==> src/hw/rtl/tflm_lerp.sv <==
// one linear interpolation lane, rounded to nearest with halves up
// standalone, no package use beyond widths given by parameters
module tflm_lerp #(
  parameter int unsigned FB   = 24,
  parameter int unsigned FRAC = 16
) (
  input  logic signed [FB-1:0] a_i,
  input  logic signed [FB-1:0] b_i,
  input  logic        [FRAC:0] t_i,
  output logic signed [FB-1:0] y_o
);

  localparam int unsigned PW = FB + FRAC + 3;
  localparam logic [FRAC:0] ONE = {1'b1, {FRAC{1'b0}}};
  localparam logic signed [PW-1:0] HALF = PW'(ONE >> 1);

  logic [FRAC:0] tc;
  logic signed [PW-1:0] pa, pb, s;

  assign tc = ONE - t_i;
  assign pa = PW'(a_i) * PW'($signed({1'b0, tc}));
  assign pb = PW'(b_i) * PW'($signed({1'b0, t_i}));
  assign s  = pa + pb + HALF;
  assign y_o = s[FRAC +: FB];

endmodule

==> config.mk <==
export PLATFORM = sky130hd
export DESIGN_NAME = tflm_lerp
export DESIGN_NICKNAME = d
export VERILOG_FILES = /design/src/hw/rtl/tflm_lerp.sv
export SDC_FILE = /design/constraint.sdc
export NUM_CORES = 2
export LEC_CHECK = 0
export ABC_AREA = 1
export ABC_CLOCK_PERIOD_IN_PS = 26800
export BUFFER_PORTS_ARGS = -buffer_cell sky130_fd_sc_hd__buf_2
export CAP_MARGIN = 20
export CORE_ASPECT_RATIO = 1.5
export CORE_UTILIZATION = 25
export DETAILED_ROUTE_END_ITERATION = 10
export SLEW_MARGIN = 20
export SYNTH_ARGS = -nofsm -noshare
export SYNTH_HDL_FRONTEND = slang
export SYNTH_SLANG_ARGS = --single-unit
==> constraint.sdc <==
create_clock -name vclk -period 26.8
set_clock_uncertainty 0.2 [all_clocks]
set_input_delay 5.36 -clock vclk [all_inputs]
set_output_delay 5.36 -clock vclk [all_outputs]
set_load 0.03 [all_outputs]
==> out/metrics.yaml <==
slew_violations: 0
dieArea_um2: 121000
min_path_type: "in2out"
seq_area_um2: 0
seq_area_frac_synth: 0
synthAdderAreaFrac: 0.645
final.setup.tns_ns: 0
fin_nets: 4703
cp_data_required_time_ns: 21.24
syn_area_per_cell_um2: 8.21
synth_xor_xnor_area_share: 0.0107
status: "finished, final reports clean"
maxCapViolCount: 0
post_cts_buffers: 0
drive_above_1_share: 0.0472
nClkBuffers: 0
rsz0062_at_grt: "no"
worstPathArrival_ns: 15.42
grt_use_total: 0.148
synth_top_family_by_area: "adder cells"
synthSimpleGateAreaFrac: 0.154
post_cts_resized: 0
top_usage_layer: "met2"
worst_pin_slew_ns: 1.05
max_slew_margin: 0.296
period_minus_slack_ns: 20.98
grt-ovfl-total: 0
wl_per_cell_um: 16.6
syn_area_um2: 29900
synth_top_area_share: 0.563
hold_depth: 6
synth.area.mux_share: 0
antenna_found_initial: 15
n_sequential_cell: 0
gp_congestion: 0.944
cp_max_fo: 26
die_w_um: 284
hold_buffers: 0
vias: 22300
grt_pass1_wl_um: 141000
drc: 0
met3_usage: 0.00851
grt_max_degree: 29
crit_type: "in2out"
place_area_um2: 31800
hold_viol: 0
slowest_stage: "xor2_1"
setup_violations: 0
cp_common_cell: "inv_1"
yosysWarnings: 0
first_iter_violations: 1112
fill_cells: 12800
post_drt_via_cell_ratio: 4.31
synth_compound_area_frac: 0.0196
netlist_instances: 3642
cp-start-kind: "primary input"
layout_common_cells: "inv_1 (1,154), fa_1 (841), nand2_1 (704)"
post-dp-hpwl_um: 78700
finalCritPeriodShare: 0.783
ioPinCount: 89
antenna_left: 0
numPortBuffers: 89
syn2layout_area_growth_pct: 6.38
grt_pass1_vias: 25600
layoutNonFillerInstCount: 5170
wl_um: 85800
layout_commonest_cell: "inv_1"
grt_use_met1: 0.164
dr.pass1.iters: 5
critPathCaptureType: "primary output"
post-place-cells: 5168
syn-num-nets: 4745
met2_usage: 0.291
cpPeakStageDelay_ns: 0.67
synth_area_leaders: "fa_1 (56%), inv_1 (14%), nand2_1 (8.8%)"
fmax_ghz: 0.0477
initial_core_util: 0.252
rows: 155
core_um2: 119000
synthDistinctLibCells: 47
design_area_um2: 31800
die_h_um: 426
synth_top_cell_by_area: "fa_1"
==> stage by stage <==
step | worst slack (ns) | util | hold slack [ns]
after global placement | 5.70 | 0.268 | 11.45
after CTS | 5.70 | 0.268 | 11.44
after floorplan | 8.24 | - | 10.98
after detailed placement | 5.75 | 0.268 | 11.44
after global routing | 5.57 | 0.268 | 11.52
final | 5.82 | 0.268 | 11.43
==> worst max-delay path: cells and delay by family <==
kind,cells,cell delay [ns]
adder cells (fa/ha/maj),9,4.56
buffers and inverters,13,1.91
AND/OR/NAND/NOR,8,1.84
XOR/XNOR,2,1.12
AO/OA/AOI/OAI,1,0.54
==> path summary, 6_finish.rpt <==
| check | end | slack [ns] | start |
|---|---|---|---|
| max | y_o[22] | 5.82 | t_i[2] |
| min | y_o[4] | 11.43 | a_i[0] |
==> kinds of logic after synthesis <==
family | count (synthesis)
buffers and inverters | 1327
AND/OR/NAND/NOR | 1141
adder cells (fa/ha/maj) | 1038
AO/OA/AOI/OAI | 101
XOR/XNOR | 35
==> synth_stat cells (all sizes together), types with 11 or more instances <==
master,n
xor2,20
nor2,351
nand3,43
a31oi,11
o21ai,28
xnor2,15
buf,49
nor3,12
a21oi,39
inv,1165
clkbuf,109
ha,197
fa,841
nand2,716
==> per-layer routing <==
layer,wire (um),part of all wire
met3,2550,0.030
met4,4030,0.047
met2,47700,0.56
met1,31400,0.37
met5,76,0.00089
==> area by class of cell <==
| cell class | count | area, um^2 | share of cell area |
|---|---|---|---|
| timing repair buffer | 114 | 633 | 0.0199 |
| antenna | 2 | 5.00 | 0.000157 |
| multi-input combinational | 2315 | 24800 | 0.780 |
| inverter | 1169 | 4400 | 0.138 |
| tap | 1570 | 1960 | 0.0617 |
Power is left out: the tool's default activity adds up to more than one toggle a clock period on the data nets, which glitch-free logic cannot reach.
